<file path="src/sv/dac_ram.sv">
// Generic single-port-write, single-read RAM with registered read data.
// No dependencies.
`timescale 1ns / 1ps
module dac_ram #(
    parameter int WIDTH = 32,
    parameter int DEPTH = 128
) (
    input  logic                     i_clk,
    input  logic                     i_we,
    input  logic [$clog2(DEPTH)-1:0] i_waddr,
    input  logic [WIDTH-1:0]         i_wdata,
    input  logic [$clog2(DEPTH)-1:0] i_raddr,
    output logic [WIDTH-1:0]         o_rdata
);
    logic [WIDTH-1:0] r_mem [DEPTH];

    always_ff @(posedge i_clk) begin
        if (i_we) begin
            r_mem[i_waddr] <= i_wdata;
        end
        o_rdata <= r_mem[i_raddr];
    end
endmodule

</file>
<file path="config.mk">
export PLATFORM = sky130hd
export DESIGN_NAME = dac_ram
export DESIGN_NICKNAME = d
export VERILOG_FILES = /design/src/sv/dac_ram.sv
export SDC_FILE = /design/constraint.sdc
export NUM_CORES = 2
export LEC_CHECK = 0
export BUFFER_PORTS_ARGS = -buffer_cell sky130_fd_sc_hd__buf_2
export CAP_MARGIN = 15
export CORE_AREA = 2 2 599 601
export DETAILED_ROUTE_END_ITERATION = 8
export DIE_AREA = 0 0 601 603
export PLACE_DENSITY = 0.6
export SLEW_MARGIN = 10
export SYNTH_ARGS = -nofsm -noshare
export SYNTH_HDL_FRONTEND = slang
export SYNTH_SLANG_ARGS = --single-unit
</file>
<file path="constraint.sdc">
create_clock -name i_clk -period 4.6 [get_ports i_clk]
set_clock_uncertainty 0.1 [all_clocks]
set_input_delay 0.69 -clock i_clk [delete_from_list [all_inputs] [get_ports i_clk]]
set_output_delay 0.69 -clock i_clk [all_outputs]
set_load 0.05 [all_outputs]
</file>
==> summary.txt <==
Post-CTS Setup Bufs -> 0
Syn avg cell area -> 26.1 sq um
Buf+Inv Stages, Crit Path -> 4
Seq/Total Area, Yosys -> 0.791
#FFs+latches synth -> 4128
Switching power -> 16.8 mW
Type of the worst min-delay path -> in -> reg
Critical Path Max Stage Delay -> 760 ps
Row Count -> 219
RD Place Congestion -> 0.817
Crit share post-route -> 0.697
Utilization after layout -> 0.506
Io pins -> 80
Drt total wl -> 434000 um
Count of different cell masters after synthesis -> 17
Die W -> 601 um
Async S/R FF share, synth -> 0
Critical Path Start Type -> primary input
First-pass GRT wire length -> 594000 um
Min Tclk post-route -> 3200 ps
Worst slew margin -> 0.196
Clock Path Buffers -> 4
Outcome -> finished clean
Number of global-route vias before repair -> 71841
Max Fclk -> 312 MHz
Most instantiated cells after synthesis -> edfxtp_1, mux4_2, clkbuf_1
Clock power share -> 0.418
Grt ovf -> 0
Ratio of cells with drive above 1 in the final layout -> 0.367
CP Max Fanout -> 19
Syn Nets -> 6038
Synth top area cells -> edfxtp_1, mux4_2, clkbuf_1
First-pass DRT Iterations -> 5
Post-Syn Area -> 156000 sq um
Layout Nets -> 6540
Worst-path clk slew -> 60 ps
Sw Ratio -> 0.212
Unrepaired setup endpoints after global routing -> no
Final Hold Fails -> 0
Reg power frac -> 0.527
Syn. warnings -> 0
Most common cell in the netlist -> edfxtp_1
Clock H-tree levels -> 5
# setup viols final -> 0
Cells along the critical path -> buf_12 -> buf_12 -> buf_12 -> buf_4 -> mux4_2 -> mux4_2 -> mux4_2 -> mux2_2
Drt wl/cell -> 37.4 um
Max_cap viols -> 0
Slew Limit Fails -> 0
Via count -> 71718
Clock Latency Late Sink -> 930 ps
Int Power -> 62.4 mW
Yosys top cell by area -> edfxtp_1
Starting DRT DRC Count -> 10178
CP max-delay cell -> mux4_2
Initial antenna violation count -> 53
# resized after CTS -> 0
# hold bufs at CTS -> 1
Combinational Power Share -> 0.055
Die area -> 362000 sq um
Largest net degree at the start of global routing -> 129
Syn Inst Count -> 5990
Sink Count -> 4128
CTS tree -> built
Critical path required time -> 5310 ps
TritonCTS Buffers -> 406
Post-DRT Antenna Nets -> 0
Number of remaining DRC errors -> 0
Die H -> 603 um
Core area -> 355000 sq um
Vias per inst -> 6.18
Yosys top cell area share -> 0.787
Ys flop type -> edfxtp_1
CP Data Arrival Time -> 3920 ps
Area growth, synth to finish -> 15.0%
Post-route setup TNS -> 0 ps
HPWL Detailed -> 243000 um
CP delay by family, top -> multiplexers
Post-synth EDFFs -> 4096
Root Buffer -> clkbuf_16
Peak VDD IR -> 0.390 mV
Pwr Density -> 441 nW/um^2
Initial Utilization -> 0.440
Kind of end point of the critical path -> flip-flop
Gr usage total -> 0.238
Input/output buffers -> 79
Worst Path Class, Setup -> in -> reg
Worst slew pin tran -> 1210 ps
Leakage -> 54.9 nW
DP Area -> 166000 sq um
Design area -> 180000 sq um
registers in the layout (all words and copies together), names as in the netlist:
name / count
o_rdata: 32
r_mem: 4096
power groups by stage:
stage / logic (mW) / registers [mW] / clock network (mW)
after floorplan: 2.00 / 42.6 / 0
after global placement: 4.33 / 42.5 / 0
after detailed placement: 4.38 / 42.5 / 0
after CTS: 4.39 / 41.7 / 33.6
after global routing: 4.50 / 41.7 / 35.0
final: 4.35 / 41.7 / 33.1
final cells by class:
type / instances / area, sq um
Clock buffer: 505 / 10900
Fill cell: 27230 / 176000
Clock inverter: 234 / 2350
Multi-Input combinational cell: 1546 / 32300
Timing Repair Buffer: 410 / 4600
Tap cell: 4751 / 5940
Antenna cell: 37 / 92.6
Sequential cell: 4128 / 124000
layer usage:
layer | global-route usage | up-vias | wire length (um)
li1 | - | 27474 | -
met5 | 0 | - | 182
met1 | 0.330 | 40133 | 168000
met2 | 0.388 | 3537 | 214000
met3 | 0.0424 | 546 | 37700
met4 | 0.0757 | 28 | 14700
path summary, 6_finish.rpt:
kind | from | end | slack, ps | cells after the start
worst min register to register | r_mem[22][23]$_DFFE_PP_ | o_rdata[23]$_DFF_P_ | 1040 | 4
worst max register to register | r_mem[60][14]$_DFFE_PP_ | o_rdata[14]$_DFF_P_ | 1720 | 4
worst max-delay path | i_raddr[0] | o_rdata[14]$_DFF_P_ | 1400 | 8
worst min-delay path | i_wdata[24] | r_mem[31][24]$_DFFE_PP_ | 130 | 1
cell families after synthesis:
| kind of cell | Yosys count | synth area share |
|---|---|---|
| buffers and inverters | 316 | 0.00839 |
| flip-flops | 4128 | 0.791 |
| multiplexers | 1376 | 0.196 |
| AND/OR/NAND/NOR | 170 | 0.00446 |
cells in the final DEF (no fill, tap or decap), types with 11 or more instances in the layout:
cell type and instances:
buf_4 236, nor2_4 119, clkbuf_16 416, clkbuf_1 77
mux4_2 1344, clkinv_1 81, diode_2 37, edfxtp_1 4096
bufinv_16 46, mux2_2 32, buf_2 41, nand2_1 11
clkinvlp_4 13, clkbuf_8 12, clkinv_2 78, dfxtp_1 32
buf_12 126
through the flow:
step	instances	power [mW]	hold slack (ps)	setup WS, ps
floorplan	5990	44.6	689	571
global placement	10833	46.9	902	390
detailed placement	10833	46.9	910	407
CTS	11573	79.7	76.0	1390
global route	11598	81.2	110	1330
finish	11611	79.2	132	1400
Power figures use the tool's default switching activity.
