<file path="src/sv/dac_divider.sv">
// Restoring bit-serial unsigned divider, one quotient bit per cycle.
// No dependencies.
`timescale 1ns / 1ps
module dac_divider #(
    parameter int W = 32
) (
    input  logic         i_clk,
    input  logic         i_rst_n,
    input  logic         i_start,
    input  logic [W-1:0] i_num,
    input  logic [W-1:0] i_den,
    output logic         o_done,
    output logic [W-1:0] o_quot,
    output logic [W-1:0] o_rem
);
    localparam int CW = $clog2(W + 1);
    logic [W-1:0] r_q;
    logic [W-1:0] r_r;
    logic [W-1:0] r_d;
    logic [CW-1:0] r_cnt;
    logic         r_busy;
    logic [W:0]   n_trial;

    assign n_trial = {r_r, r_q[W-1]} - {1'b0, r_d};

    always_ff @(posedge i_clk) begin
        if (!i_rst_n) begin
            r_busy <= 1'b0;
            o_done <= 1'b0;
            r_cnt  <= '0;
        end else begin
            o_done <= 1'b0;
            if (i_start) begin
                r_busy <= 1'b1;
                r_q    <= i_num;
                r_r    <= '0;
                r_d    <= i_den;
                r_cnt  <= CW'(W);
            end else if (r_busy) begin
                if (n_trial[W]) begin
                    r_r <= {r_r[W-2:0], r_q[W-1]};
                    r_q <= {r_q[W-2:0], 1'b0};
                end else begin
                    r_r <= n_trial[W-1:0];
                    r_q <= {r_q[W-2:0], 1'b1};
                end
                r_cnt <= r_cnt - CW'(1);
                if (r_cnt == CW'(1)) begin
                    r_busy <= 1'b0;
                    o_done <= 1'b1;
                end
            end
        end
    end

    assign o_quot = r_q;
    assign o_rem  = r_r;
endmodule

</file>
<file path="config.mk">
export PLATFORM = sky130hd
export DESIGN_NAME = dac_divider
export DESIGN_NICKNAME = d
export VERILOG_FILES = /design/src/sv/dac_divider.sv
export SDC_FILE = /design/constraint.sdc
export NUM_CORES = 1
export LEC_CHECK = 0
export ABC_AREA = 0
export BUFFER_PORTS_ARGS = -buffer_cell sky130_fd_sc_hd__buf_2
export CAP_MARGIN = 30
export CORE_MARGIN = 10
export CORE_UTILIZATION = 50
export CTS_CLUSTER_SIZE = 20
export DETAILED_ROUTE_END_ITERATION = 8
export PLACE_DENSITY_LB_ADDON = 0.3
export SLEW_MARGIN = 30
export SYNTH_ARGS = -nofsm -noshare
export SYNTH_HDL_FRONTEND = slang
export SYNTH_SLANG_ARGS = --single-unit
</file>
<file path="constraint.sdc">
create_clock -name i_clk -period 8.5 [get_ports i_clk]
set_input_delay 0.425 -clock i_clk [delete_from_list [all_inputs] [get_ports i_clk]]
set_output_delay 0.425 -clock i_clk [all_outputs]
set_load 0.01 [all_outputs]
</file>
==> impl_summary.log, run 1 <==
[metrics] slew at the pin closest to its max-slew limit: 0.893 ns
[metrics] min setup slack post-route: 4.42 ns
[metrics] maximum frequency from static timing analysis: 245 MHz
[metrics] Max Clock Skew: 0.00867 ns
[metrics] total congestion overflow: 0
[metrics] post-synthesis xor/xnor area fraction: 3.65%
[metrics] multiplexer area fraction after synthesis: 8.33%
[metrics] standby leakage power: roughly 3.0 nW
[metrics] number of buffers added by the clock tree synthesis step: 9
[metrics] starting utilization of the core area: 51.4%
[metrics] adder and majority cell fraction of the synthesized area: 7.15%
[metrics] ys flop type: edfxtp_1
[metrics] total power consumption of the routed design: between 1 and 1.5 mW
[metrics] Setup Fix Bufs, Post-CTS: 0
[metrics] Setup-failing EPs final: 0
[metrics] result of the run: finished clean
[metrics] Max Root-Sink Buffers: 2
[metrics] core occupancy in the finished layout: 60.1%
[metrics] Post-Syn Nets: 669
[metrics] hold_buf cts: 0
[metrics] Post-Place Setup Slack: 4.39 ns
[metrics] number of H-tree levels: 3
[metrics] pin count of the biggest net entering global routing: 67
[metrics] io pins: 132
[metrics] main combinational cell family by area after synthesis: compound AO/OA/AOI/OAI gates
[metrics] synthesized instance count: 567
[metrics] type of the worst setup path: flop to flop
[metrics] fraction of layout instances using a drive strength above 1: 28.0%
[metrics] count of unique library cells instantiated by Yosys: 60
[metrics] CP Cell Sequence: inv_1 > ha_1 > fa_1 > nand2b_1 > a21o_1 > a31o_2 > a211oi_1 > o31ai_2 > nor3_4 > buf_4 > mux2i_1 > nor2_1
[metrics] number of global-route vias before repair: 5049
[metrics] Area Overhead vs Synth: 16.8%
[metrics] final total negative setup slack: 0 ns
[metrics] overall via count from detail_route: ~4.8k
[metrics] Die Footprint: 17300 um2
[metrics] floorplan die height: 132 um
[metrics] number of antenna violations at the first check in global routing: 1
[metrics] compound-cell area share of the yosys netlist: 15.3%
[metrics] commonest cells after routing, fill and taps aside: buf_2, edfxtp_1, nor2_1, inv_1
[metrics] reg-to-reg critical path startpoint: o_quot[31]
[metrics] post-cts resize count: 0
[metrics] Worst-Skew Late Latency: 0.36 ns
[metrics] final hold violations: 0
[metrics] gr usage total: 18.2%
[metrics] Critical Path End Type: flop
[metrics] worst hold path type: primary input to flop
[metrics] Yosys warnings: 0
[metrics] count of nets after finishing: 790
[metrics] critical hold path startpoint: i_den[25]
[metrics] share of the synthesized area in the top cell type: 46.3%
[metrics] proportion of synthesized chip area in sequential cells: 48.8%
[metrics] RSZ-0062 raised after global routing: false
[metrics] DRC violations left: 0
[metrics] CP arrival: 4.16 ns
[metrics] number of pins exceeding their max-slew limit in the final report: 0
[metrics] cell taking the most area after synthesis: edfxtp_1
[metrics] die width: 132 um
[metrics] number of maximum-capacitance violations: 0
[metrics] clock period minus worst slack: 4.08 ns
[metrics] Clock Sinks: 104
[metrics] number of flops mapped to enable cells by yosys: 96
[metrics] RD Place Congestion: between 0.9 and 1
[metrics] clock edge transition at the registers on the reported setup and hold paths: around 0.080 ns
[metrics] post-synthesis register bit count: 104
[metrics] global-route wire length before repair: approximately 26 mm
[metrics] final wirelength: 15.7 mm
[metrics] Pwr Density: around 200 nW/um2
[metrics] via density per instance: 5.60
[metrics] peak per-stage delay on the critical path: 0.66 ns
[metrics] Max Fanout on Critical Path: 24
[metrics] final worst path period share: between 40% and 50%
[metrics] worst endpoint required time: 8.58 ns
[metrics] Worst setup SP type: flop
[metrics] relative slew slack: 40.5%
[metrics] most common cell after layout, fill and taps aside: buf_2
[metrics] Post-Synthesis Cell Area: 6230 um2
[metrics] CTS tree: done
[metrics] peak supply drop: 0.148 mV
[metrics] half-perimeter wire length after placement: approximately 12 mm
[metrics] Synth async-reset ratio: 0%
[metrics] ANT nets after route: 0
[metrics] placeable core region: 12100 um2
[metrics] number of placement rows: 40
[metrics] number of design-rule violations left by the first detailed-router iteration: 379
[metrics] launch point of the critical path: o_quot[31]
[metrics] PortBufs: 131
[metrics] mean area per synthesized cell: 11.0 um2
[metrics] top cells by area, synth: edfxtp_1, ha_1, mux2_2
[metrics] diodes inserted: 0
[metrics] library cell contributing the largest single delay on the critical path: nor3_4
[metrics] wire length per cell after detailed routing: 18.2 um
[metrics] post-synthesis simple-gate area fraction: 11.6%
[metrics] detailed-router iteration count before antenna repair: 5
[metrics] CTS Root Buffer Type: clkbuf_16
[sequential cells by signal, summed over array words and instances (netlist names)]
register and flops:
o_quot 32, o_rem 32, r_d 32, r_cnt 6
o_done 1, r_busy 1
[through the flow]
step	area (um2)	instances	hold slack (ns)
6_report	7280	861	0.235
5_1_grt	7280	861	0.219
4_1_cts	7280	861	0.222
3_5_place_dp	6990	845	0.485
3_3_place_gp	6980	845	0.472
2_1_floorplan	6230	567	0.461
[layer usage]
metal | global-route usage [%] | wire [um] | share of wire, %
met3 | 7.58 | 1510 | 9.6
met1 | 22.5 | 6850 | 44
met4 | 6.12 | 265 | 1.7
met2 | 28.0 | 7080 | 45
met5 | 0 | 0 | 0
[power breakdown]
part           switching (mW)  internal (mW)  leakage, nW
sequential             0.0250          0.611        0.984
combinational           0.247          0.177         1.92
clock                   0.194          0.216        0.136
total                   0.466           1.00         3.04
[critical path: cells and delay by family (launching register included)]
kind | cells | cell delay [ns]
adders and majority gates | 2 | 0.61
AOI/OAI and AO/OA | 4 | 1.17
DFF | 1 | 0.37
buffers and inverters | 2 | 0.49
and+or+nand+nor | 3 | 0.90
muxes | 1 | 0.24
[final cells by class]
type | instances | area [um2]
clock buffer | 11 | 253
clock inverter | 5 | 36.3
fill | 1037 | 4830
inverter | 45 | 169
multi-input combinational | 393 | 2880
sequential | 104 | 3040
tap | 168 | 210
timing repair buffer | 135 | 686
[synth_stat cells (all sizes together), types with 6 or more instances]
master,number
a211oi,17
a21o,10
a21oi,34
and2,6
and3,7
buf,11
clkbuf,14
dfxtp,8
edfxtp,96
ha,34
inv,45
mux2,31
mux2i,17
nand2,29
nand3,10
nor2,51
nor3,15
o21a,11
o21ai,17
xnor2,19
xor2,7
[worst paths after layout]
path                    to  slack [ns]  depth (start not counted)
setup / recovery  o_rem[5]        4.42                         12
hold / removal     r_d[25]        0.23                          1
setup reg to reg  o_rem[5]        4.42                         12
hold reg to reg   r_cnt[1]        0.50                          2
[logic make-up after synthesis]
group	Yosys count
simple gates	150
compound gates	134
flops	104
buf+inv	70
mux	48
fa+ha+maj	35
xor+xnor	26
(Power assumes the default switching activity.)
==> run 2: changes to the inputs <==
--- a/config.mk
+++ b/config.mk
@@ -5,7 +5,7 @@
 export SDC_FILE = /design/constraint.sdc
 export NUM_CORES = 1
 export LEC_CHECK = 0
-export ABC_AREA = 0
+export ABC_AREA = 1
 export BUFFER_PORTS_ARGS = -buffer_cell sky130_fd_sc_hd__buf_2
 export CAP_MARGIN = 30
 export CORE_MARGIN = 10
==> constraint.sdc (replaced) <==
create_clock -name i_clk -period 4.15 [get_ports i_clk]
set_input_delay 0.2075 -clock i_clk [delete_from_list [all_inputs] [get_ports i_clk]]
set_output_delay 0.2075 -clock i_clk [all_outputs]
set_load 0.01 [all_outputs]
==> run 2 against run 1 <==
Net effect: design area up 12%; area after synthesis up 13%; largest cell class is now multi-input gates; synthesized cell count up 72%; count of clock-buffer cells in the layout up 1; final cell count up 50%; global-route usage up 0.55 points; maximum frequency up 52%; critical path type unchanged; highest routed layer is now met5; register-to-register slack worse by 3.0 ns; worst setup slack worse by 3.0 ns; wire length up 15%; via count up 29%; sequential power up 120%.
==> impl_summary.log, run 2 <==
[metrics] result of the run: finished clean
[metrics] Synth async-reset ratio: 0% (unchanged)
[metrics] PortBufs: 131 (unchanged)
[metrics] commonest cells after routing, fill and taps aside: nand2_1, inv_1, buf_2, nor2_1, edfxtp_1
[metrics] wire length per cell after detailed routing: 14.0 um (-23%)
[metrics] gr usage total: 18.7% (+0.55 points)
[metrics] via density per instance: 4.80 (-14%)
[metrics] sequential fraction of design power: 38.6% (-4.7 points)
[metrics] number of buffers added by the clock tree synthesis step: 9 (unchanged)
[metrics] Worst-Skew Late Latency: 0.37 ns (about the same)
[metrics] top cell types by occurrence after synthesis: nand2_1, inv_1, nor2_1
[metrics] switching part of the total: 37.6% (+5.9 points)
[metrics] number of H-tree levels: 3 (unchanged)
[metrics] proportion of synthesized chip area in sequential cells: 43.4% (-5.4 points)
[metrics] number of design-rule violations left by the first detailed-router iteration: 493 (+30%)
[metrics] Setup-failing EPs final: 0 (unchanged)
[metrics] core occupancy in the finished layout: 58.8% (-1.3 points)
[metrics] post-cts resize count: 0 (unchanged)
[metrics] cell taking the most area after synthesis: edfxtp_1
[metrics] Area Overhead vs Synth: 16.0%
[metrics] placeable core region: 13800 um2 (+14%)
[metrics] number of maximum-capacitance violations: 0 (unchanged)
[metrics] count of unique library cells instantiated by Yosys: 34 (-43%)
[metrics] most used standard cell by instance count after synthesis: nand2_1
[metrics] Worst setup SP type: flop
[metrics] peak supply drop: 0.302 mV (+100%)
[metrics] number of placement rows: 43 (+7.5%)
[metrics] post-synthesis register bit count: 104 (unchanged)
[metrics] DRC violations left: 0 (unchanged)
[metrics] Clock Sinks: 104 (unchanged)
[metrics] RD Place Congestion: 0.936 (+3.4%)
[metrics] top cells by area, synth: edfxtp_1, nand2_1, inv_1
[metrics] Highest Signal Layer: met5
[metrics] length of routed wiring on met1: 7.81 mm (+14%)
[metrics] Post-Syn Nets: 1076 (+61%)
[metrics] maximum frequency from static timing analysis: 373 MHz (+52%)
[metrics] final wirelength: 18.1 mm (+15%)
[metrics] die width: 138 um (+5.1%)
[metrics] starting utilization of the core area: 50.7% (-0.74 points)
[metrics] io pins: 132 (unchanged)
[metrics] ys flop type: edfxtp_1
[metrics] number of antenna violations at the first check in global routing: 2 (+1)
[metrics] overall via count from detail_route: 6197 (+29%)
[metrics] number of global-route vias before repair: 6198 (+23%)
[metrics] synthesized instance count: 974 (+72%)
[metrics] Post-Synthesis Cell Area: 7010 um2 (+13%)
[metrics] routed length on met2: 8.21 mm (+16%)
[metrics] mean area per synthesized cell: 7.20 um2 (-35%)
[metrics] type of the worst setup path: flop to flop
[metrics] final standard cell area without fillers: 8140 um2 (+12%)
[metrics] portion of total power attributed to the clock network: 24.6% (-3.3 points)
[metrics] worst endpoint required time: 4.27 ns (-4.31 ns)
[metrics] final total negative setup slack: 0 ns (unchanged)
[metrics] standby leakage power: 4.47 nW (+47%)
[metrics] final worst path period share: 64.7% (+17 points)
[metrics] half-perimeter wire length after placement: 14.0 mm (+20%)
[metrics] Pwr Density: 437 nW/um2 (+120%)
[metrics] global-route wire length before repair: 29.6 mm (+15%)
[metrics] fraction of layout instances using a drive strength above 1: 15.6% (-12 points)
[metrics] pin count of the biggest net entering global routing: 41 (-39%)
[metrics] Met3 Wirelength: 1.81 mm (+20%)
[metrics] ANT nets after route: 0 (unchanged)
[metrics] Yosys warnings: 0 (unchanged)
[metrics] count of nets after finishing: 1207 (+53%)
[metrics] Setup Fix Bufs, Post-CTS: 0 (unchanged)
[metrics] placed instance area: 7830 um2 (+12%)
[metrics] Max Clock Skew: 0.0132 ns (+0.00457 ns)
[metrics] worst hold path type: primary input to flop
[metrics] share of the synthesized area in the top cell type: 41.1% (-5.1 points)
[metrics] CP arrival: 2.80 ns (-1.36 ns)
[metrics] slack of the worst reg-to-reg path: 1.47 ns (-2.96 ns)
[metrics] portion of total power attributed to combinational logic: 36.7% (+7.8 points)
[metrics] slew at the pin closest to its max-slew limit: 0.735 ns (-0.158 ns)
[metrics] total congestion overflow: 0 (unchanged)
[metrics] diodes inserted: 0 (unchanged)
[metrics] internal cell power: 2.22 mW (+120%)
[metrics] clock period minus worst slack: 2.68 ns (-1.39 ns)
[metrics] CTS tree: done
[metrics] Die Footprint: 19200 um2 (+11%)
[metrics] Max Fanout on Critical Path: 33 (+38%)
[metrics] number of flops mapped to enable cells by yosys: 96 (unchanged)
[metrics] CTS Root Buffer Type: clkbuf_16
[metrics] number of pins exceeding their max-slew limit in the final report: 0 (unchanged)
[metrics] Critical Path End Type: flop
[metrics] Switch Pwr: 1.34 mW (+190%)
[metrics] floorplan die height: 138 um (+5.1%)
[metrics] final hold violations: 0 (unchanged)
[metrics] most common cell after layout, fill and taps aside: nand2_1
[metrics] detailed-router iteration count before antenna repair: 5 (unchanged)
[metrics] Max Root-Sink Buffers: 2 (unchanged)
[metrics] RSZ-0062 raised after global routing: false
[metrics] clock edge transition at the registers on the reported setup and hold paths: 0.08 ns (about the same)
[metrics] relative slew slack: 51.0% (+10 points)
[run 2: changes by cell type after synthesis, moves of 10 or more]
cell      previous run  this run
mux2_2              31         0
nand2_1             29       416
mux2i_1             17         0
o21ai_0             17         4
nand3_1             10        26
inv_1               45       177
a211oi_1            10         0
a21oi_1             34        22
nor2_1              51       103
xnor2_1             19         2
o21a_1              11         0
[run 2: logic make-up (layout without fill, tap and decap cells)]
logic type | count (synthesis) | count (layout) | share of synthesized area [%]
and+or+nand+nor | 591 | 591 | 34.5
buffers and inverters | 195 | 331 | 11.0
DFF | 104 | 104 | 43.4
adders and majority gates | 35 | 35 | 6.35
AOI/OAI and AO/OA | 32 | 32 | 2.62
xor gates and xnor gates | 17 | 17 | 2.12
[run 2: layout make-up]
| class | instances | area (um2) |
|---|---|---|
| Clock buffer | 12 | 268 |
| Clock inverter | 4 | 32.5 |
| Fill cell | 1296 | 5690 |
| Inverter | 179 | 672 |
| Multi-Input combinational cell | 675 | 3200 |
| Sequential cell | 104 | 3040 |
| Tap cell | 180 | 225 |
| Timing Repair Buffer | 136 | 696 |
[run 2: worst max-delay path, stage by stage, from the launching register on]
cell and delay (ns):
edfxtp_1 0.38, inv_1 0.05, ha_1 0.23, fa_1 0.41, inv_1 0.11, nand2_1 0.06, nand2_1 0.11, nand3_2 0.08
nand2_2 0.11, nand2_1 0.07, nand2_2 0.09, nand2_4 0.08, nand2_4 0.08, nand2_2 0.06, nand2_4 0.29, nand2_1 0.10
nand2_1 0.08, nor2_1 0.05
[run 2: stage by stage]
step           hold slack [ns]  power (mW)  setup slack, ns  cells
2_1_floorplan            0.306        2.36             1.78    974
3_3_place_gp             0.385        2.67             1.62   1273
3_5_place_dp             0.386        2.70             1.47   1273
4_1_cts             0.00000630        3.59             1.46   1290
5_1_grt                0.00208        3.83             1.21   1290
6_report                0.0117        3.56             1.47   1290
[run 2: path summary, 6_finish.rpt]
kind | from | endpoint | cells after the start
min | i_den[24] | r_d[24] | 1
min reg2reg | r_cnt[4] | r_cnt[4] | 2
max reg2reg | o_quot[31] | o_rem[28] | 17
max | o_quot[31] | o_rem[28] | 17
[run 2: power by group through the flow]
stage / Combinational, mW / Clock, mW / Sequential, mW
CTS: 1.31 / 0.903 / 1.37
detailed placement: 1.30 / 0 / 1.40
global route: 1.50 / 0.945 / 1.39
floorplan: 0.939 / 0 / 1.42
global placement: 1.28 / 0 / 1.39
finish: 1.31 / 0.876 / 1.37
[run 2: what timing repair did]
item / in CTS / in global routing
hold buffers: 1 / 0
setup endpoints to repair: 0 / 0
endpoints found under the hold margin: 1 / 0
[run 2: routing by layer]
metal | vias up | global-route usage, %
met5 | - | 0
met1 | 2745 | 22.6
met3 | 21 | 7.91
li1 | 3236 | -
met4 | 2 | 4.72
met2 | 193 | 30.2
==> run 3: changes to the inputs <==
==> constraint.sdc (replaced) <==
create_clock -name i_clk -period 2.65 [get_ports i_clk]
set_input_delay 0.1325 -clock i_clk [delete_from_list [all_inputs] [get_ports i_clk]]
set_output_delay 0.1325 -clock i_clk [all_outputs]
set_load 0.01 [all_outputs]
==> run 3 against run 2 <==
Net effect: clock power increased by 59%; power increased by 64%; clock skew decreased by 0.0011 ns; design area increased by 6.4%.
==> impl_summary.log, run 3 (synthesis results as in run 2) <==
[metrics] io pins: 132 (unchanged)
[metrics] slew at the pin closest to its max-slew limit: 0.622 ns (-0.113 ns)
[metrics] total congestion overflow: 0 (unchanged)
[metrics] final hold violations: 0 (unchanged)
[metrics] diodes inserted: 0 (unchanged)
[metrics] Post-Route Hold Slack: 0.0177 ns (+0.00591 ns)
[metrics] via density per instance: 4.86 (+1.2%)
[metrics] global-route wire length before repair: 29.8 mm (+0.49%)
[metrics] standby leakage power: 4.66 nW (+4.4%)
[metrics] Area Overhead vs Synth: 23.5%
[metrics] final wirelength: 19.3 mm (+6.4%)
[metrics] detailed-router iteration count before antenna repair: 5 (unchanged)
[metrics] overall via count from detail_route: 6477 (+4.5%)
[metrics] clock edge transition at the registers on the reported setup and hold paths: 0.07 ns (about the same)
[metrics] CTS Root Buffer Type: clkbuf_16
[metrics] Pwr Density: 675 nW/um2 (+54%)
[metrics] Worst setup SP type: flop
[metrics] number of antenna violations at the first check in global routing: 0 (-2)
[metrics] number of maximum-capacitance violations: 0 (unchanged)
[metrics] number of global-route vias before repair: 6239 (+0.66%)
[metrics] count of nets after finishing: 1249 (+3.5%)
[metrics] half-perimeter wire length after placement: 14.1 mm (+0.34%)
[metrics] Critical Path End Type: flop
[metrics] Die Footprint: 19200 um2 (unchanged)
[metrics] maximum frequency from static timing analysis: 400 MHz (+7.5%)
[metrics] core occupancy in the finished layout: 62.6% (+3.8 points)
[metrics] fraction of layout instances using a drive strength above 1: 16.2% (+0.65 points)
[metrics] Max Clock Skew: 0.0122 ns (-0.00107 ns)
[metrics] die width: 138 um (unchanged)
[metrics] switching part of the total: 38.7% (+1.1 points)
[metrics] DRC violations left: 0 (unchanged)
[metrics] CP arrival: 2.62 ns (-0.18 ns)
[metrics] portion of total power attributed to combinational logic: 39.5% (+2.8 points)
[metrics] number of pins exceeding their max-slew limit in the final report: 0 (unchanged)
[metrics] placeable core region: 13800 um2 (unchanged)
[metrics] number of placement rows: 43 (unchanged)
[metrics] wire length per cell after detailed routing: 14.5 um (+3.1%)
[metrics] Max Fanout on Critical Path: 8 (-76%)
[metrics] worst endpoint required time: 2.77 ns (-1.50 ns)
[metrics] floorplan die height: 138 um (unchanged)
[metrics] Setup-failing EPs final: 0 (unchanged)
[metrics] internal cell power: 3.58 mW (+61%)
[metrics] RSZ-0062 raised after global routing: true
[metrics] number of buffers added by the clock tree synthesis step: 9 (unchanged)
[metrics] sequential fraction of design power: 36.8% (-1.8 points)
[metrics] clock period minus worst slack: 2.50 ns (-0.187 ns)
[metrics] Switch Pwr: 2.26 mW (+69%)
[metrics] Setup Fix Bufs, Post-CTS: 0 (unchanged)
[metrics] number of H-tree levels: 3 (unchanged)
[metrics] Worst-Skew Late Latency: 0.37 ns (about the same)
[metrics] CTS tree: done
[metrics] worst hold path type: primary input to flop
[metrics] RD Place Congestion: 0.972 (+3.8%)
[metrics] final worst path period share: 94.2% (+30 points)
[metrics] starting utilization of the core area: 50.7% (unchanged)
[metrics] pin count of the biggest net entering global routing: 35 (-15%)
[metrics] commonest cells after routing, fill and taps aside: nand2_1, inv_1, buf_2, nor2_1, edfxtp_1
[metrics] most common cell after layout, fill and taps aside: nand2_1
[metrics] type of the worst setup path: flop to flop
[metrics] PortBufs: 131 (unchanged)
[metrics] gr usage total: 18.6% (-0.17 points)
[metrics] result of the run: finished clean
[metrics] peak supply drop: 0.371 mV (+23%)
[metrics] ANT nets after route: 0 (unchanged)
[metrics] Clock Sinks: 104 (unchanged)
[metrics] Max Root-Sink Buffers: 2 (unchanged)
[metrics] relative slew slack: 58.5% (+7.5 points)
[metrics] portion of total power attributed to the clock network: 23.7% (-0.9 points)
[metrics] number of design-rule violations left by the first detailed-router iteration: 512 (+3.9%)
[run 3: cell count changes in the layout (fill, tap and decap cells not counted), sizes merged]
cell	change
clkinvlp	+1
bufinv	+1
clkbuf	-2
buf	+5
dlygate4sd3	+31
nand2	+6
clkinv	+1
inv	-1
[run 3: layer usage]
metal | vias to the layer above | routed length, um | track usage [%]
met5 | - | 0 | 0
li1 | 3329 | - | -
met1 | 2877 | 8300 | 23.2
met4 | 0 | 301 | 3.88
met2 | 241 | 8800 | 29.9
met3 | 30 | 1860 | 6.95
[run 3: area by class of cell]
type	count	area [um2]
clock buffer	10	229
multi-input combinational	681	3350
clock inverter	6	67.6
sequential	104	3040
inverter	179	672
tap	180	225
fill	1284	5170
timing repair buffer	172	1070
[run 3: through the flow]
| step | power (mW) | TNS, ns | std cells | area (um2) | setup WS [ns] |
|---|---|---|---|---|---|
| after floorplan | 3.70 | 0 | 974 | 7010 | 0.279 |
| after global placement | 4.20 | 0 | 1278 | 7890 | 0.135 |
| after detailed placement | 4.24 | -0.0506 | 1278 | 7890 | -0.0121 |
| after CTS | 5.68 | 0 | 1326 | 8510 | 0.0572 |
| after global routing | 6.23 | -0.0128 | 1332 | 8660 | -0.00655 |
| final | 5.85 | 0 | 1332 | 8660 | 0.153 |
[run 3: power groups by stage]
stage               registers (mW)  logic [mW]  clock network [mW]
finish                        2.15        2.31                1.39
global route                  2.17        2.59                1.47
CTS                           2.15        2.12                1.41
detailed placement            2.18        2.06                   0
global placement              2.18        2.02                   0
floorplan                     2.23        1.47                   0
[run 3: what timing repair did]
action | in CTS | in global routing
endpoints found under the setup margin | 15 | 32
resized for setup | 1 | 12
gates cloned | 0 | 6
endpoints found under the hold margin | 32 | 0
pin swaps | 0 | 4
hold buffers | 32 | 0
[run 3: worst paths after layout]
path / end / from / cells past startpoint / slack (ns)
min: r_cnt[5] / i_rst_n / 3 / 0.02
max: o_rem[20] / o_quot[31] / 15 / 0.15
max reg2reg: o_rem[20] / o_quot[31] / 15 / 0.15
min reg2reg: r_cnt[4] / r_cnt[4] / 2 / 0.49
[run 3: critical path, stage by stage (launching register included)]
cell and delay, ns:
edfxtp_1 0.37, inv_1 0.06, ha_1 0.23, fa_2 0.37, inv_2 0.08, nand2_1 0.06
nand2_2 0.09, nand3_2 0.07, nand2_2 0.11, nand2_1 0.07, nand2_2 0.10, nand2_4 0.09
nand3_4 0.21, nand2_4 0.17, nor2_1 0.13, nor2_1 0.05
